`src/sv/sba_pkg.sv`:
```
// Shared constants and helpers for the spectrum band averager.
package sba_pkg;

    // configuration register indexes
    localparam int CFG_IDX_W = 1;
    localparam logic [CFG_IDX_W-1:0] CFG_FRAME_SIZE   = 1'b0;
    localparam logic [CFG_IDX_W-1:0] CFG_BUCKET_COUNT = 1'b1;

    // input item kinds, carried on tuser
    localparam logic ACT_LOAD = 1'b0;
    localparam logic ACT_PUSH = 1'b1;

    // depth of the band job queue between front and back
    localparam int QUEUE_DEPTH = 4;

    // width rounded up to whole bytes
    function automatic int byte_round(input int bits);
        return ((bits + 7) / 8) * 8;
    endfunction

endpackage

```
`src/sv/sba_queue.sv`:
```
// Small register FIFO holding band jobs between the front and the back.
module sba_queue #(
    parameter int WIDTH = 8,
    parameter int DEPTH = 4
) (
    input  logic             aclk,
    input  logic             aresetn,
    input  logic             wr_en,
    input  logic [WIDTH-1:0] wr_data,
    output logic             full,
    input  logic             rd_en,
    output logic [WIDTH-1:0] rd_data,
    output logic             empty
);
    import sba_pkg::*;

    localparam int PTR_W = (DEPTH > 1) ? $clog2(DEPTH) : 1;
    localparam int CNT_W = $clog2(DEPTH + 1);

    logic [WIDTH-1:0] mem_reg [DEPTH];
    logic [PTR_W-1:0] wr_ptr_reg, wr_ptr_next;
    logic [PTR_W-1:0] rd_ptr_reg, rd_ptr_next;
    logic [CNT_W-1:0] count_reg, count_next;
    logic             wr_fire, rd_fire;

    assign full    = (count_reg == CNT_W'(DEPTH));
    assign empty   = (count_reg == '0);
    assign rd_data = mem_reg[rd_ptr_reg];
    assign wr_fire = wr_en && !full;
    assign rd_fire = rd_en && !empty;

    // pointer and fill tracking
    always_comb begin
        wr_ptr_next = wr_ptr_reg;
        rd_ptr_next = rd_ptr_reg;
        if (wr_fire) begin
            wr_ptr_next = (wr_ptr_reg == PTR_W'(DEPTH - 1)) ? '0 : wr_ptr_reg + PTR_W'(1);
        end
        if (rd_fire) begin
            rd_ptr_next = (rd_ptr_reg == PTR_W'(DEPTH - 1)) ? '0 : rd_ptr_reg + PTR_W'(1);
        end
        case ({wr_fire, rd_fire})
            2'b10:   count_next = count_reg + CNT_W'(1);
            2'b01:   count_next = count_reg - CNT_W'(1);
            default: count_next = count_reg;
        endcase
    end

    always_ff @(posedge aclk) begin
        if (!aresetn) begin
            wr_ptr_reg <= '0;
            rd_ptr_reg <= '0;
            count_reg  <= '0;
        end else begin
            wr_ptr_reg <= wr_ptr_next;
            rd_ptr_reg <= rd_ptr_next;
            count_reg  <= count_next;
        end
    end

    // storage
    always_ff @(posedge aclk) begin
        if (wr_fire) begin
            mem_reg[wr_ptr_reg] <= wr_data;
        end
    end

endmodule

```
`src/sv/sba_front.sv`:
```
// Front end: config registers, boundary table, bin accumulation and band detection.
module sba_front #(
    parameter int MAX_BANDS    = 16,
    parameter int MAX_FRAME    = 1024,
    parameter int SAMPLE_WIDTH = 16,
    localparam int BAND_W = $clog2(MAX_BANDS),
    localparam int FS_W   = $clog2(MAX_FRAME + 1),
    localparam int BC_W   = $clog2(MAX_BANDS + 1),
    localparam int CFG_W  = (FS_W > BC_W) ? FS_W : BC_W,
    localparam int SUM_W  = SAMPLE_WIDTH + FS_W
) (
    input  logic                          aclk,
    input  logic                          aresetn,
    // configuration writes
    input  logic                          cfg_valid,
    output logic                          cfg_ready,
    input  logic [sba_pkg::CFG_IDX_W-1:0] cfg_index,
    input  logic [CFG_W-1:0]              cfg_data,
    // input items
    input  logic                          s_valid,
    output logic                          s_ready,
    input  logic                          s_action,
    input  logic [BAND_W-1:0]             s_entry,
    input  logic [FS_W-1:0]               s_boundary,
    input  logic signed [SAMPLE_WIDTH-1:0] s_sample,
    // band jobs towards the queue
    output logic                          job_push,
    input  logic                          job_full,
    output logic [BAND_W-1:0]             job_band,
    output logic signed [SUM_W-1:0]       job_sum,
    output logic [FS_W-1:0]               job_count,
    output logic                          job_empty,
    output logic                          job_last
);
    import sba_pkg::*;

    localparam int TBL_DEPTH = MAX_BANDS - 1;
    localparam int TIDX_W    = (TBL_DEPTH > 1) ? $clog2(TBL_DEPTH) : 1;

    typedef enum logic [1:0] {
        F_IDLE = 2'b01,
        F_SCAN = 2'b10
    } front_state_t;

    front_state_t            state_reg, state_next;
    logic [FS_W-1:0]         frame_size_reg;
    logic [BC_W-1:0]         bucket_count_reg;
    logic [FS_W-1:0]         boundary_reg [TBL_DEPTH];
    logic [FS_W-1:0]         pos_reg, pos_next;
    logic [BAND_W-1:0]       band_reg, band_next;
    logic [FS_W-1:0]         start_reg, start_next;
    logic signed [SUM_W-1:0] sum_reg, sum_next;

    logic [FS_W-1:0] fs_eff;
    logic [BC_W-1:0] nb_eff;
    logic [BC_W-1:0] band_ext;
    logic            in_range, band_last, band_empty, tbl_sel, emit, tbl_we;
    logic [FS_W-1:0] tbl_val, stop;

    assign cfg_ready = 1'b1;
    assign s_ready   = (state_reg == F_IDLE);

    // effective frame size and band count (zero acts as one, clamp at the maximum)
    always_comb begin
        if (frame_size_reg == '0) begin
            fs_eff = FS_W'(1);
        end else if (frame_size_reg > FS_W'(MAX_FRAME)) begin
            fs_eff = FS_W'(MAX_FRAME);
        end else begin
            fs_eff = frame_size_reg;
        end
        if (bucket_count_reg == '0) begin
            nb_eff = BC_W'(1);
        end else if (bucket_count_reg > BC_W'(MAX_BANDS)) begin
            nb_eff = BC_W'(MAX_BANDS);
        end else begin
            nb_eff = bucket_count_reg;
        end
    end

    // end of the current band and whether it is due
    always_comb begin
        band_ext   = BC_W'(band_reg);
        in_range   = (band_ext < nb_eff);
        band_last  = (BC_W'(band_ext + BC_W'(1)) >= nb_eff);
        tbl_sel    = (band_reg < BAND_W'(TBL_DEPTH));
        tbl_val    = boundary_reg[band_reg[TIDX_W-1:0]];
        if (band_last || !tbl_sel) begin
            stop = fs_eff;
        end else begin
            stop = (tbl_val > fs_eff) ? fs_eff : tbl_val;
        end
        emit       = in_range && (band_last ? (pos_reg >= fs_eff) : (stop <= pos_reg));
        band_empty = (stop <= start_reg);
    end

    assign job_band  = band_reg;
    assign job_sum   = sum_reg;
    assign job_count = pos_reg - start_reg;
    assign job_empty = band_empty;
    assign job_last  = band_last;

    // item acceptance and band walk
    always_comb begin
        state_next = state_reg;
        pos_next   = pos_reg;
        band_next  = band_reg;
        start_next = start_reg;
        sum_next   = sum_reg;
        tbl_we     = 1'b0;
        job_push   = 1'b0;
        case (state_reg)
            F_IDLE: begin
                if (s_valid) begin
                    if (s_action == ACT_PUSH) begin
                        sum_next   = sum_reg + SUM_W'(s_sample);
                        pos_next   = pos_reg + FS_W'(1);
                        state_next = F_SCAN;
                    end else if (s_entry < BAND_W'(TBL_DEPTH)) begin
                        tbl_we = 1'b1;
                    end
                end
            end
            F_SCAN: begin
                if (!emit) begin
                    state_next = F_IDLE;
                end else if (!job_full) begin
                    job_push  = 1'b1;
                    band_next = band_reg + BAND_W'(1);
                    if (!band_empty) begin
                        sum_next   = '0;
                        start_next = pos_reg;
                    end
                    // frame done: back to bin zero
                    if (band_last) begin
                        pos_next   = '0;
                        band_next  = '0;
                        start_next = '0;
                        sum_next   = '0;
                        state_next = F_IDLE;
                    end
                end
            end
            default: state_next = F_IDLE;
        endcase
    end

    always_ff @(posedge aclk) begin
        if (!aresetn) begin
            state_reg        <= F_IDLE;
            frame_size_reg   <= FS_W'(MAX_FRAME);
            bucket_count_reg <= BC_W'(MAX_BANDS);
            pos_reg          <= '0;
            band_reg         <= '0;
            start_reg        <= '0;
            sum_reg          <= '0;
        end else begin
            state_reg <= state_next;
            pos_reg   <= pos_next;
            band_reg  <= band_next;
            start_reg <= start_next;
            sum_reg   <= sum_next;
            if (cfg_valid) begin
                case (cfg_index)
                    CFG_FRAME_SIZE:   frame_size_reg   <= cfg_data[FS_W-1:0];
                    CFG_BUCKET_COUNT: bucket_count_reg <= cfg_data[BC_W-1:0];
                    default: ;
                endcase
            end
        end
    end

    // boundary table; the user must load it before use, the block itself does not enforce this
    always_ff @(posedge aclk) begin
        if (tbl_we) begin
            boundary_reg[s_entry[TIDX_W-1:0]] <= s_boundary;
        end
    end

endmodule

```
`src/sv/sba_back.sv`:
```
// Back end: bit-serial divider for band means and the output register.
module sba_back #(
    parameter int MAX_BANDS    = 16,
    parameter int MAX_FRAME    = 1024,
    parameter int SAMPLE_WIDTH = 16,
    localparam int BAND_W = $clog2(MAX_BANDS),
    localparam int FS_W   = $clog2(MAX_FRAME + 1),
    localparam int SUM_W  = SAMPLE_WIDTH + FS_W
) (
    input  logic                           aclk,
    input  logic                           aresetn,
    // band jobs from the queue
    input  logic                           job_valid,
    output logic                           job_pop,
    input  logic [BAND_W-1:0]              job_band,
    input  logic signed [SUM_W-1:0]        job_sum,
    input  logic [FS_W-1:0]                job_count,
    input  logic                           job_empty,
    input  logic                           job_last,
    // result items
    output logic                           m_valid,
    input  logic                           m_ready,
    output logic [BAND_W-1:0]              m_band,
    output logic signed [SAMPLE_WIDTH-1:0] m_avg,
    output logic                           m_empty,
    output logic                           m_last
);
    import sba_pkg::*;

    localparam int CNT_W = $clog2(SAMPLE_WIDTH);

    typedef enum logic [2:0] {
        B_IDLE = 3'b001,
        B_DIV  = 3'b010,
        B_DONE = 3'b100
    } back_state_t;

    back_state_t              state_reg, state_next;
    logic                     m_valid_reg, m_valid_next;
    logic [FS_W-1:0]          rem_reg;
    logic [SAMPLE_WIDTH-1:0]  dvd_reg;
    logic [FS_W-1:0]          divisor_reg;
    logic [CNT_W-1:0]         cnt_reg;
    logic                     neg_reg;
    logic [BAND_W-1:0]        band_reg;
    logic                     empty_reg;
    logic                     last_reg;
    logic [BAND_W-1:0]        m_band_reg;
    logic [SAMPLE_WIDTH-1:0]  m_avg_reg;
    logic                     m_empty_reg;
    logic                     m_last_reg;

    logic [SUM_W-1:0]         mag;
    logic [FS_W:0]            trial;
    logic                     ge;
    logic [FS_W:0]            diff;
    logic                     out_free, load_out;

    // magnitude of the band sum; quotient always fits the sample width
    assign mag = job_sum[SUM_W-1] ? SUM_W'(-job_sum) : SUM_W'(job_sum);

    // one restoring-division step
    assign trial = {rem_reg, dvd_reg[SAMPLE_WIDTH-1]};
    assign ge    = (trial >= {1'b0, divisor_reg});
    assign diff  = trial - {1'b0, divisor_reg};

    assign out_free = !m_valid_reg || m_ready;
    assign load_out = (state_reg == B_DONE) && out_free;
    assign job_pop  = (state_reg == B_IDLE) && job_valid;

    always_comb begin
        state_next = state_reg;
        case (state_reg)
            B_IDLE: if (job_valid) state_next = job_empty ? B_DONE : B_DIV;
            B_DIV:  if (cnt_reg == '0) state_next = B_DONE;
            B_DONE: if (out_free) state_next = B_IDLE;
            default: state_next = B_IDLE;
        endcase
        m_valid_next = m_valid_reg;
        if (load_out) begin
            m_valid_next = 1'b1;
        end else if (m_ready) begin
            m_valid_next = 1'b0;
        end
    end

    always_ff @(posedge aclk) begin
        if (!aresetn) begin
            state_reg   <= B_IDLE;
            m_valid_reg <= 1'b0;
        end else begin
            state_reg   <= state_next;
            m_valid_reg <= m_valid_next;
        end
    end

    // divider datapath
    always_ff @(posedge aclk) begin
        if (job_pop) begin
            rem_reg     <= job_empty ? '0 : mag[SUM_W-1 -: FS_W];
            dvd_reg     <= job_empty ? '0 : mag[SAMPLE_WIDTH-1:0];
            divisor_reg <= job_count;
            cnt_reg     <= CNT_W'(SAMPLE_WIDTH - 1);
            neg_reg     <= !job_empty && job_sum[SUM_W-1];
            band_reg    <= job_band;
            empty_reg   <= job_empty;
            last_reg    <= job_last;
        end else if (state_reg == B_DIV) begin
            rem_reg <= ge ? diff[FS_W-1:0] : trial[FS_W-1:0];
            dvd_reg <= {dvd_reg[SAMPLE_WIDTH-2:0], ge};
            cnt_reg <= cnt_reg - CNT_W'(1);
        end
    end

    // output register; quotient truncates toward zero, sign applied last
    always_ff @(posedge aclk) begin
        if (load_out) begin
            m_band_reg  <= band_reg;
            m_avg_reg   <= neg_reg ? (-dvd_reg) : dvd_reg;
            m_empty_reg <= empty_reg;
            m_last_reg  <= last_reg;
        end
    end

    assign m_valid = m_valid_reg;
    assign m_band  = m_band_reg;
    assign m_avg   = m_avg_reg;
    assign m_empty = m_empty_reg;
    assign m_last  = m_last_reg;

endmodule

```
`src/sv/spectrum_band_averager.sv`:
```
// Spectrum band averager: top level tying front end, job queue and divider back end.
//
// Input stream s_axis: tuser 0 loads boundary entry entry_index (bands other than the
// last end before that bin), tuser 1 pushes one spectrum bin, in bin order.
// Config channel cfg_*: index 0 frame_size, index 1 bucket_count; cfg_ready is always high.
// Output stream m_axis: one item per finished band, tuser flags an empty band (mean 0),
// tlast marks the last band of the frame.
// Flow: a load leaves the input ready; a push moves the front end into its band check
// state, where it completes each band that is due and then returns to idle. Each
// non-empty band then passes the idle, divide and done states of the bit-serial divider,
// an empty band skips the divide state; the divider sets the band rate.
// A 4-entry job queue sits between the band detector and the divider; when it fills,
// s_axis_tready stays low until the divider frees an entry.
// A completed band travels from the band check state through the queue, the divider and
// the output register to m_axis_tvalid.
// Reset: frame state clears, frame_size = MAX_FRAME, bucket_count = MAX_BANDS; the
// boundary table is not cleared and must be loaded before use.
// Stall: a result waits in the output register while m_axis_tready is low; the divider
// finishes its current band and then waits, while the queue keeps filling behind it.
module spectrum_band_averager #(
    parameter int MAX_BANDS    = 16,
    parameter int MAX_FRAME    = 1024,
    parameter int SAMPLE_WIDTH = 16,
    localparam int BAND_W     = $clog2(MAX_BANDS),
    localparam int FS_W       = $clog2(MAX_FRAME + 1),
    localparam int BC_W       = $clog2(MAX_BANDS + 1),
    localparam int CFG_W      = (FS_W > BC_W) ? FS_W : BC_W,
    localparam int IN_DATA_W  = sba_pkg::byte_round(BAND_W + FS_W + SAMPLE_WIDTH),
    localparam int OUT_DATA_W = sba_pkg::byte_round(BAND_W + SAMPLE_WIDTH)
) (
    input  logic                          aclk,
    input  logic                          aresetn,
    // configuration writes
    input  logic                          cfg_valid,
    output logic                          cfg_ready,
    input  logic [sba_pkg::CFG_IDX_W-1:0] cfg_index,
    input  logic [CFG_W-1:0]              cfg_data,
    // input items
    input  logic                          s_axis_tvalid,
    output logic                          s_axis_tready,
    input  logic [IN_DATA_W-1:0]          s_axis_tdata,  // entry_index, boundary_value, sample
    input  logic                          s_axis_tuser,  // action
    // result items
    output logic                          m_axis_tvalid,
    input  logic                          m_axis_tready,
    output logic [OUT_DATA_W-1:0]         m_axis_tdata,  // band_number, band_average
    output logic                          m_axis_tuser,  // band_empty
    output logic                          m_axis_tlast   // frame_last
);
    import sba_pkg::*;

    localparam int SUM_W = SAMPLE_WIDTH + FS_W;
    localparam int JOB_W = BAND_W + SUM_W + FS_W + 2;

    logic [BAND_W-1:0]              s_entry;
    logic [FS_W-1:0]                s_boundary;
    logic signed [SAMPLE_WIDTH-1:0] s_sample;

    logic                    job_push, job_full, job_pop, job_qempty;
    logic [BAND_W-1:0]       fj_band, bj_band;
    logic signed [SUM_W-1:0] fj_sum, bj_sum;
    logic [FS_W-1:0]         fj_count, bj_count;
    logic                    fj_empty, bj_empty, fj_last, bj_last;
    logic [JOB_W-1:0]        job_wr, job_rd;

    logic [BAND_W-1:0]              m_band;
    logic signed [SAMPLE_WIDTH-1:0] m_avg;

    // unpack input item
    assign s_entry    = s_axis_tdata[BAND_W-1:0];
    assign s_boundary = s_axis_tdata[BAND_W +: FS_W];
    assign s_sample   = s_axis_tdata[BAND_W + FS_W +: SAMPLE_WIDTH];

    sba_front #(
        .MAX_BANDS    (MAX_BANDS),
        .MAX_FRAME    (MAX_FRAME),
        .SAMPLE_WIDTH (SAMPLE_WIDTH)
    ) u_front (
        .aclk       (aclk),
        .aresetn    (aresetn),
        .cfg_valid  (cfg_valid),
        .cfg_ready  (cfg_ready),
        .cfg_index  (cfg_index),
        .cfg_data   (cfg_data),
        .s_valid    (s_axis_tvalid),
        .s_ready    (s_axis_tready),
        .s_action   (s_axis_tuser),
        .s_entry    (s_entry),
        .s_boundary (s_boundary),
        .s_sample   (s_sample),
        .job_push   (job_push),
        .job_full   (job_full),
        .job_band   (fj_band),
        .job_sum    (fj_sum),
        .job_count  (fj_count),
        .job_empty  (fj_empty),
        .job_last   (fj_last)
    );

    // band jobs travel packed through the queue
    assign job_wr = {fj_band, fj_sum, fj_count, fj_empty, fj_last};
    assign {bj_band, bj_sum, bj_count, bj_empty, bj_last} = job_rd;

    sba_queue #(
        .WIDTH (JOB_W),
        .DEPTH (QUEUE_DEPTH)
    ) u_queue (
        .aclk    (aclk),
        .aresetn (aresetn),
        .wr_en   (job_push),
        .wr_data (job_wr),
        .full    (job_full),
        .rd_en   (job_pop),
        .rd_data (job_rd),
        .empty   (job_qempty)
    );

    sba_back #(
        .MAX_BANDS    (MAX_BANDS),
        .MAX_FRAME    (MAX_FRAME),
        .SAMPLE_WIDTH (SAMPLE_WIDTH)
    ) u_back (
        .aclk      (aclk),
        .aresetn   (aresetn),
        .job_valid (!job_qempty),
        .job_pop   (job_pop),
        .job_band  (bj_band),
        .job_sum   (bj_sum),
        .job_count (bj_count),
        .job_empty (bj_empty),
        .job_last  (bj_last),
        .m_valid   (m_axis_tvalid),
        .m_ready   (m_axis_tready),
        .m_band    (m_band),
        .m_avg     (m_avg),
        .m_empty   (m_axis_tuser),
        .m_last    (m_axis_tlast)
    );

    // pack result item
    assign m_axis_tdata = OUT_DATA_W'({m_avg, m_band});

endmodule

```
`config.mk`:
```
export PLATFORM = sky130hd
export DESIGN_NAME = spectrum_band_averager
export DESIGN_NICKNAME = d
export VERILOG_FILES = /design/src/sv/sba_pkg.sv /design/src/sv/sba_queue.sv /design/src/sv/sba_front.sv /design/src/sv/sba_back.sv /design/src/sv/spectrum_band_averager.sv
export SDC_FILE = /design/constraint.sdc
export NUM_CORES = 1
export LEC_CHECK = 0
export BUFFER_PORTS_ARGS = -buffer_cell sky130_fd_sc_hd__clkbuf_2
export CAP_MARGIN = 20
export CORE_MARGIN = 2
export CORE_UTILIZATION = 45
export DETAILED_ROUTE_END_ITERATION = 16
export RECOVER_POWER = 50
export SLEW_MARGIN = 20
export SYNTH_ARGS = -nofsm -noshare
export SYNTH_HDL_FRONTEND = slang
export SYNTH_SLANG_ARGS = --single-unit
```
`constraint.sdc`:
```
create_clock -name aclk -period 8.8 [get_ports aclk]
set_clock_uncertainty 0.15 [all_clocks]
set_input_delay 1.76 -clock aclk [delete_from_list [all_inputs] [get_ports aclk]]
set_output_delay 1.76 -clock aclk [all_outputs]
set_load 0.01 [all_outputs]
```
==> results of run 1 <==
final cells by class:
| cell class | count | area, um^2 |
|---|---|---|
| clock buffers | 69 | 1428 |
| multi-input cells | 1034 | 8469 |
| flip-flops and latches | 500 | 14100 |
| well taps | 680 | 850.8 |
| inverters | 78 | 292.8 |
| fillers | 4251 | 24900 |
| repair buffers | 106 | 616.8 |
| clock inverters | 29 | 334.1 |
per-stage QoR:
step,util,hold WS [ns],area [um^2],instances
2_1_floorplan,-,0.2503,23100,1672
3_3_place_gp,0.4778,0.2573,24360,2398
3_5_place_dp,0.4778,0.2545,24360,2398
4_1_cts,0.5124,0.2688,26130,2496
5_1_grt,0.5116,0.2746,26090,2496
6_report,0.5116,0.2688,26090,2496
placed cells by master, fill, tap and decap left out, drive strengths merged, types with 6 or more instances in the layout:
| cell type | n |
|---|---|
| edfxtp | 408 |
| clkbuf | 146 |
| nand2 | 124 |
| ha | 111 |
| nor2 | 99 |
| dfxtp | 92 |
| mux4 | 87 |
| a21oi | 85 |
| inv | 78 |
| o21ai | 77 |
| xnor2 | 49 |
| xor2 | 35 |
| buf | 29 |
| nand3 | 27 |
| nor3 | 26 |
| nor2b | 24 |
| a22o | 24 |
| a21o | 22 |
| clkinv | 21 |
| mux2i | 18 |
| nand4 | 17 |
| o21a | 16 |
| and3 | 15 |
| nand2b | 14 |
| o22ai | 14 |
| o31ai | 13 |
| nor4 | 12 |
| mux2 | 11 |
| a31oi | 10 |
| or3 | 10 |
| a211oi | 9 |
| o211ai | 9 |
| a22oi | 8 |
| and2 | 7 |
| or4 | 6 |
| bufinv | 6 |
logic make-up (layout without fill, tap and decap cells):
group           Yosys count  count (layout)
buf+inv                 138             282
flops                   500             500
fa+ha+maj               115             115
mux                     116             116
compound gates          315             315
xor+xnor                 84              84
simple gates            399             399
other cells               2               5
metal layers:
layer  vias to the layer above  track usage  routed length (um)
met1                      6718       0.2475               21560
met3                        81      0.03372                2200
met5                         -            0                  13
li1                       6604            -                   -
met4                         2      0.05403                1197
met2                       295       0.3001               22870
worst max-delay path, cell delays in order (launching register included):
cell       delay, ns
dfxtp_2         0.78
buf_4           0.40
mux4_2          0.55
mux4_2          0.54
ha_1            0.34
nand2_1         0.06
a21oi_1         0.11
a2111oi_0       0.07
o31a_1          0.31
nor2_1          0.66
mux2_2          0.45
ha_1            0.30
a211oi_1        0.27
o2bb2ai_1       0.10
o311ai_0        0.53
and3_1          0.25
buf_4           0.17
inv_2           0.16
a222oi_1        0.71
nor2_2          0.04
buf_4           0.31
a211o_1         0.32
report_power, final:
group	leakage (nW)	total (W)	switching [W]	internal [W]
logic	3.77	0.000938	0.000530	0.000409
clock network	0.866	0.00224	0.000916	0.00133
registers	4.44	0.00281	0.0000952	0.00272
path summary, 6_finish.rpt:
kind,startpoint,to,slack [ns],cells past startpoint
worst max-delay path,flop,u_front.job_sum[26]$_SDFFE_PN0P_,1.06,21
worst min-delay path,u_back.band_reg[3]$_DFFE_PP_,u_back.m_band[3]$_DFFE_PP_,0.27,0
worst max register to register,flop,u_front.job_sum[26]$_SDFFE_PN0P_,1.06,21
worst min register to register,u_back.band_reg[3]$_DFFE_PP_,u_back.m_band[3]$_DFFE_PP_,0.27,0
==> results.tsv, run 1 <==
metric	value	unit
Fin. Hold Viols	0	
# rows	83	
layout cells sized above 1	0.1547	
HPWL after DPL	32190	um
pre-CTS setup slack	1.112	ns
failing checks	max-capacitance violations, max-slew violations	
CTS tree	done	
# DRC	0	
ranking of synthesized cells by area	edfxtp_1 (53%), dfxtp_1 (8.0%), mux4_2 (7.6%)	
maximum vdd drop	0.0001683	V
first-pass GRT wire length	75760	um
Post-synth EDFFs	408	
H-tree levels	2	
Syn-to-layout area delta	12.97	%
Worst Path Max Fanout	27	
crit end category	flop	
max FFs per register	176	
unrepaired setup endpoints after global routing	no	
Tmin final	7.743	ns
die height	230.5	um
final number of setup-violating endpoints	0	
max-slew violation count	164	
CP startpoint kind	flop	
crit path DAT	8.09	ns
CTS Root Cell	clkbuf_16	
Routed Antenna Nets	0	
initial antenna violation count	1	
combinational family with the most area after synthesis	multiplexers	
DR vias/cell	5.489	
most used flip-flop cell after synthesis	edfxtp_1	
post_cts resized	0	
sequential-to-total area share from yosys stat	0.6103	
Post-synth top cells	edfxtp_1 (408), nand2_1 (123), ha_1 (111)	
xor/xnor share of the synthesized area	0.03186	
Worst Path Required	9.14	ns
compound-cell area share of the yosys netlist	0.08696	
setup slack after layout	1.057	ns
area leader, netlist	edfxtp_1	
Clock transition at path regs	0.06	ns
maximum achievable frequency	129.2	MHz
setup TNS	0	ns
Ports	79	
vias in the first global route	13720	
actual slew at the worst max-slew pin	2.321	ns
leak pwr	9.080	nW
Yosys reg bits	500	
I/O Buffers	72	
DR iter-0 viols	820	
Yosys Warn Count	0	
Pwr per Cell Area	229.7	nW/um^2
max cap viols	5	
Post-Synthesis Cells	1669	
Clock Path Buffers	3	
Die ar.	53150	um^2
Clk Latency, worst-skew pair	0.61	ns
post-synth top area share	0.5305	
Min-Delay Path Class	reg2reg	
routed len/inst	19.17	um
ys async rst share	0	
GRT overflow	0	
Overall Power	0.005992	W
status	finished with violations	
Core Region	50990	um^2
hold bufs inserted after CTS	0	
nets@finish	1937	
mean area per synthesized cell	13.84	um^2
critical path class	reg2reg	
Setup Buffers After CTS	0	
Post-Syn Area	23090	um^2
most common cell in the netlist	edfxtp_1	
multiplexer area fraction after synthesis	0.09947	
adder and majority gate portion of the synthesized area	0.06361	
Routed WL	47840	um
n_diodes	0	
CTS Buf Count	52	
largest net degree at the start of global routing	46	
Yosys cell types	71	
Die Width	230.5	um
simple-gate share of the synthesized area	0.08317	
drt pass-1 iters	7	
period utilization	0.8799	
clock sinks	500	
gp weighted congestion	0.8439	
Vias	13700	
initial core utilization	0.4529	
Total GRT Usage	0.1823	
relative slew slack	-0.5474	
(Power assumes the default switching activity.)
==> run 2, diff against run 1 <==
- CORE_MARGIN: 2 -> unset
- PLACE_DENSITY: unset -> 0.58
==> results.tsv, run 2 (synthesized netlist as in run 1, its figures left out) <==
metric	value	unit	change
CTS Root Cell	clkbuf_16		
Clock transition at path regs	0.06	ns	about the same
Syn-to-layout area delta	12.50	%	
layout cells sized above 1	0.1535		-0.001270
CTS tree	done		
Routed WL	48030	um	+0.41%
maximum vdd drop	0.0001428	V	-15%
fill count	4278		+0.64%
relative slew slack	-0.8746		-0.3272
actual slew at the worst max-slew pin	2.812	ns	+0.4908 ns
n_diodes	0		unchanged
WL met3	2055	um	-6.6%
nets@finish	1941		+0.21%
DR vias/cell	5.494		about the same
vias in the first global route	13670		-0.33%
highest metal used	met4		
Die ar.	52230	um^2	-1.7%
drt pass-1 iters	5		-2
commonest non-fill, non-tap cell in the layout	edfxtp_1		
Fin. Hold Viols	0		unchanged
DR iter-0 viols	959		+17%
Clock Path Buffers	3		unchanged
CTS Buf Count	52		unchanged
Hold WS	0.2672	ns	-0.001626 ns
pre-CTS setup slack	1.466	ns	+0.3545 ns
H-tree levels	2		unchanged
Total GRT Usage	0.1873		+0.005019
Ports	79		unchanged
final number of setup-violating endpoints	0		unchanged
Worst Path Required	9.14	ns	about the same
# DRC	0		unchanged
Die Width	228.5	um	-0.87%
M1 wire length	22350	um	+3.7%
Worst Path Max Fanout	36		+33%
initial core utilization	0.4584		+0.005523
routed len/inst	19.29	um	+0.65%
Vias	13680		-0.15%
critical path class	reg2reg		
max-slew violation count	183		+12%
die height	228.5	um	-0.87%
Core Region	50380	um^2	-1.2%
CP startpoint kind	flop		
metal2 WL	22810	um	-0.25%
crit path DAT	7.71	ns	-0.38 ns
largest net degree at the start of global routing	46		unchanged
unrepaired setup endpoints after global routing	no		
Pwr per Cell Area	226.5	nW/um^2	-1.4%
commonest cells after routing, fill and taps aside	edfxtp_1 (408), nand2_1 (123), ha_1 (111)		
Routed Antenna Nets	0		unchanged
period utilization	0.8376		-0.04229
first-pass GRT wire length	76650	um	+1.2%
hold bufs inserted after CTS	0		unchanged
Area after DPL	24360	um^2	about the same
post-layout instance area	25980	um^2	-0.42%
Final Util	0.5157		+0.004079
Min-Delay Path Class	reg2reg		
GRT overflow	0		unchanged
post_cts resized	0		unchanged
status	finished with violations		
setup TNS	0	ns	unchanged
clock sinks	500		unchanged
maximum achievable frequency	135.7	MHz	+5.0%
initial antenna violation count	0		-1
I/O Buffers	72		unchanged
failing checks	max-capacitance violations, max-slew violations		
crit end category	flop		
setup slack after layout	1.429	ns	+0.3721 ns
Setup Buffers After CTS	0		unchanged
leak pwr	9.036	nW	-0.49%
# rows	82		-1.2%
max FFs per register	176		unchanged
max cap viols	5		unchanged
HPWL after DPL	32750	um	+1.8%
Tmin final	7.371	ns	-0.3721 ns
Clk Latency, worst-skew pair	0.60	ns	about the same
gp weighted congestion	0.8546		+1.3%
[run 2: cell count changes in the layout (fill, tap and decap cells not counted), sizes merged]
cell      delta
buf          +4
clkinv       +4
bufinv       -2
clkinvlp     +1
clkbuf       -4
inv          -1
[run 2: final timing paths]
check	endpoint	cells after the start	slack, ns	startpoint
setup / recovery	u_queue.count_reg[2]$_SDFFE_PN0P_	25	1.43	flop
hold / removal	u_back.m_empty$_DFFE_PP_	0	0.27	u_back.empty_reg$_DFFE_PP_
setup reg to reg	u_queue.count_reg[2]$_SDFFE_PN0P_	25	1.43	flop
hold reg to reg	u_back.m_empty$_DFFE_PP_	0	0.27	u_back.empty_reg$_DFFE_PP_
[run 2: layout make-up]
| class | count | area, um^2 | area share |
|---|---|---|---|
| Clock buffer | 65 | 1370 | 0.05274 |
| Inverter | 78 | 292.8 | 0.01127 |
| Multi-Input combinational cell | 1034 | 8472 | 0.3261 |
| Timing Repair Buffer | 110 | 623.1 | 0.02398 |
| Sequential cell | 500 | 14100 | 0.5427 |
| Tap cell | 672 | 840.8 | 0.03236 |
| Clock inverter | 31 | 282.8 | 0.01088 |
[run 2: report_power, final]
group          internal [W]  leakage (nW)  switching (W)  total, W
combinational      0.000408          3.79       0.000547  0.000955
clock               0.00122         0.803       0.000906   0.00213
sequential          0.00272          4.44      0.0000829   0.00280
[run 2: worst max-delay path, stage by stage, from the launching register on]
cell,delay [ns]
dfxtp_2,0.87
buf_4,0.40
mux4_2,0.35
mux4_2,0.54
ha_1,0.33
o21ai_0,0.09
a21oi_1,0.14
a2111oi_0,0.07
o31a_1,0.31
nor2_1,0.65
mux2_2,0.45
ha_1,0.30
nand4_1,0.12
nor2_1,0.19
o2bb2ai_1,0.13
o311ai_0,0.17
and3_1,0.23
buf_4,0.17
inv_2,0.06
buf_4,0.22
ha_1,0.22
inv_1,0.07
fa_1,0.38
xor2_1,0.16
or3_1,0.30
a21oi_1,0.14
[run 2: per-layer routing]
layer  up-vias  global-route usage
met2       239              0.3045
met4         0             0.04908
met3        53             0.02769
li1       6609                   -
met1      6779              0.2635
met5         -                   0
[run 2: per-stage QoR]
step | power [W] | cells
floorplan | 0.003571 | 1672
finish | 0.005885 | 2490
global route | 0.006161 | 2490
CTS | 0.005952 | 2490
global placement | 0.003795 | 2394
detailed placement | 0.003812 | 2394
==> run 3, diff against run 2 <==
- ABC_AREA: unset -> 1
- PLACE_DENSITY: 0.58 -> 0.6
- clock period: 8.8 -> 6.5 ns (I/O delays scaled with it)
==> results.tsv, run 3 <==
metric	value	unit	change
status	finished with violations		
failing checks	max-capacitance violations, max-slew violations		
Yosys Warn Count	0		unchanged
crit path DAT	6.04	ns	-1.67 ns
hold path depth	0		unchanged
placed cells	3224		+35%
maximum achievable frequency	174.2	MHz	+28%
Die ar.	55250	um^2	+5.8%
Min-Delay Path Class	reg2reg		
Vias	17960		+31%
CTS Root Cell	clkbuf_16		
initial core utilization	0.4550		-0.003373
Clock transition at path regs	0.06	ns	about the same
Post-synth EDFFs	408		unchanged
drt pass-1 iters	6		+1
Fin. Hold Viols	0		unchanged
routed len/inst	17.38	um	-9.9%
clock sinks	500		unchanged
DR iter-0 viols	1217		+27%
most common cell in the netlist	nand2_1		
crit end category	flop		
Post-Synthesis Cells	2496		+50%
Tmin final	5.741	ns	-1.630 ns
Area after DPL	25790	um^2	+5.9%
CTS tree	done		
flop-to-flop setup slack	0.76	ns	-0.67 ns
I/O Buffers	72		unchanged
final number of setup-violating endpoints	0		unchanged
ys async rst share	0		unchanged
Hold EP	u_back.m_band[1]$_DFFE_PP_		
first-pass GRT wire length	93810	um	+22%
Worst Path Max Fanout	22		-39%
Post-synth top cells	nand2_1 (506), edfxtp_1 (408), nor2_1 (276)		
mean area per synthesized cell	9.792	um^2	-29%
max-slew violation count	116		-37%
Clock Path Buffers	3		unchanged
fill count	4791		+12%
commonest cells after routing, fill and taps aside	nand2_1 (506), edfxtp_1 (408), nor2_1 (268)		
# DRC	0		unchanged
Worst Path Required	6.80	ns	-2.34 ns
max cap viols	2		-3
Setup Buffers After CTS	0		unchanged
unrepaired setup endpoints after global routing	no		
post-layout instance area	27470	um^2	+5.7%
period utilization	0.8832		+0.04559
Die Width	235.0	um	+2.8%
layout cells sized above 1	0.09288		-0.06058
Post-Syn Area	24440	um^2	+5.8%
die height	235.0	um	+2.8%
sequential-to-total area share from yosys stat	0.5767		-0.03362
Core Region	53710	um^2	+6.6%
Routed WL	57780	um	+20%
GRT overflow	0		unchanged
critical path class	reg2reg		
HPWL after DPL	39880	um	+22%
Ports	79		unchanged
pre-CTS setup slack	0.7816	ns	-0.6849 ns
Yosys cell types	53		-25%
largest net degree at the start of global routing	78		+70%
hold_sp	u_back.band_reg[1]$_DFFE_PP_		
post-synth top area share	0.5013		-0.02922
# rows	85		+3.7%
Syn-to-layout area delta	12.38	%	
vias in the first global route	17790		+30%
Total GRT Usage	0.2122		+0.02484
maximum vdd drop	0.0002212	V	+55%
worst r2r dst	u_front.start_reg[2]$_SDFFE_PN0P_		
setup slack after layout	0.7594	ns	-0.6699 ns
area leader, netlist	edfxtp_1		
ranking of synthesized cells by area	edfxtp_1 (50%), nand2_1 (7.8%), dfxtp_1 (7.5%)		
Pwr per Cell Area	334.8	nW/um^2	+48%
initial antenna violation count	1		+1
Final Util	0.5114		-0.004318
post_cts resized	0		unchanged
gp weighted congestion	0.9016		+5.5%
max FFs per register	176		unchanged
DR vias/cell	5.403		-1.6%
relative slew slack	-0.8266		+0.04807
commonest non-fill, non-tap cell in the layout	nand2_1		
leak pwr	10.63	nW	+18%
CTS Buf Count	54		+3.8%
Clk Latency, worst-skew pair	0.62	ns	+0.02 ns
final std cells w/o fill	3324		+33%
setup TNS	0	ns	unchanged
hold bufs inserted after CTS	0		unchanged
Routed Antenna Nets	0		unchanged
H-tree levels	2		unchanged
nets@finish	2749		+42%
most used flip-flop cell after synthesis	edfxtp_1		
actual slew at the worst max-slew pin	2.740	ns	-0.07210 ns
CP startpoint kind	flop		
Yosys reg bits	500		unchanged
worst r2r path cells	25		unchanged
## run 3: changes by cell type after synthesis, moves of 17 or more
cell      delta
a21oi_1     +84
a22o_1      -24
inv_1       +86
mux2i_1     -18
mux4_2      -78
nand2_1    +383
nand3_1    +141
nor2_1     +177
nor2b_1     -24
o21ai_0    +139
o221ai_1    +20
o22ai_1     +17
xnor2_1     -45
## run 3: power breakdown
part	switching, W	internal [W]	total [W]
registers	0.000145	0.00376	0.00391
clock network	0.00126	0.00176	0.00302
logic	0.00155	0.000716	0.00227
## run 3: how the worst max path moves through the flow
stage	to	slack (ns)	cells past startpoint
2_1_floorplan	u_queue.mem_reg[3][0]$_DFFE_PP_	0.22	24
3_3_place_gp	u_queue.mem_reg[0][40]$_DFFE_PP_	0.90	27
3_5_place_dp	u_queue.mem_reg[0][41]$_DFFE_PP_	0.78	27
4_1_cts	u_queue.mem_reg[0][41]$_DFFE_PP_	0.75	27
5_1_grt	u_front.start_reg[1]$_SDFFE_PN0P_	0.13	26
6_report	u_front.start_reg[2]$_SDFFE_PN0P_	0.76	25
## run 3: area by class of cell
| type | instances | area (um^2) | area share |
|---|---|---|---|
| Antenna cell | 1 | 2.502 | 0.00009111 |
| Clock buffer | 75 | 1481 | 0.05394 |
| Clock inverter | 24 | 256.5 | 0.009339 |
| Inverter | 170 | 641.9 | 0.02337 |
| Multi-Input combinational cell | 1730 | 9238 | 0.3363 |
| Sequential cell | 500 | 14100 | 0.5132 |
| Tap cell | 696 | 870.8 | 0.03171 |
| Timing Repair Buffer | 128 | 879.6 | 0.03202 |
## run 3: metrics by stage
step	hold WS (ns)	total power [W]
4_1_cts	0.2702	0.009264
3_3_place_gp	0.2517	0.006168
5_1_grt	0.2757	0.009720
3_5_place_dp	0.2583	0.006233
2_1_floorplan	0.2503	0.005673
6_report	0.2654	0.009196
## run 3: critical path, cell delays in order (launching register included)
cell and delay (ns):
dfxtp_2 0.34, inv_2 0.36, buf_4 0.34, nand2_1 0.08, a21oi_1 0.13, a21oi_1 0.05
o21ai_0 0.21, nand2_1 0.07, nand2_1 0.13, ha_1 0.17, nand2_1 0.07, nor4_1 0.30
nand4_1 0.13, o31ai_1 0.21, buf_4 0.24, o21ai_0 0.20, ha_1 0.36, nand2_1 0.08
o21ai_0 0.26, nand3_1 0.12, nand3_1 0.11, nand2_1 0.16, nand2_1 0.24, nand3_1 0.58
o21ai_0 0.42, a21oi_1 0.07
## run 3: cell families (layout without fill, tap and decap cells)
family                     count (synthesis)  count (layout)  synth area share
DFF                                      500             500            0.5767
adders and majority gates                115             115           0.06010
buffers and inverters                    269             397           0.04746
xor gates and xnor gates                  35              35           0.01254
and+or+nand+nor                         1074            1074            0.1888
AOI/OAI and AO/OA                        501             501            0.1141
other                                      2               6         0.0003073
## run 3: layer usage
metal / vias up / global-route usage / wire length (um)
met5: - / 0 / 0
met4: 0 / 0.07955 / 1698
met3: 106 / 0.02397 / 1884
met2: 353 / 0.3750 / 28480
met1: 8579 / 0.2666 / 25710
li1: 8923 / - / -
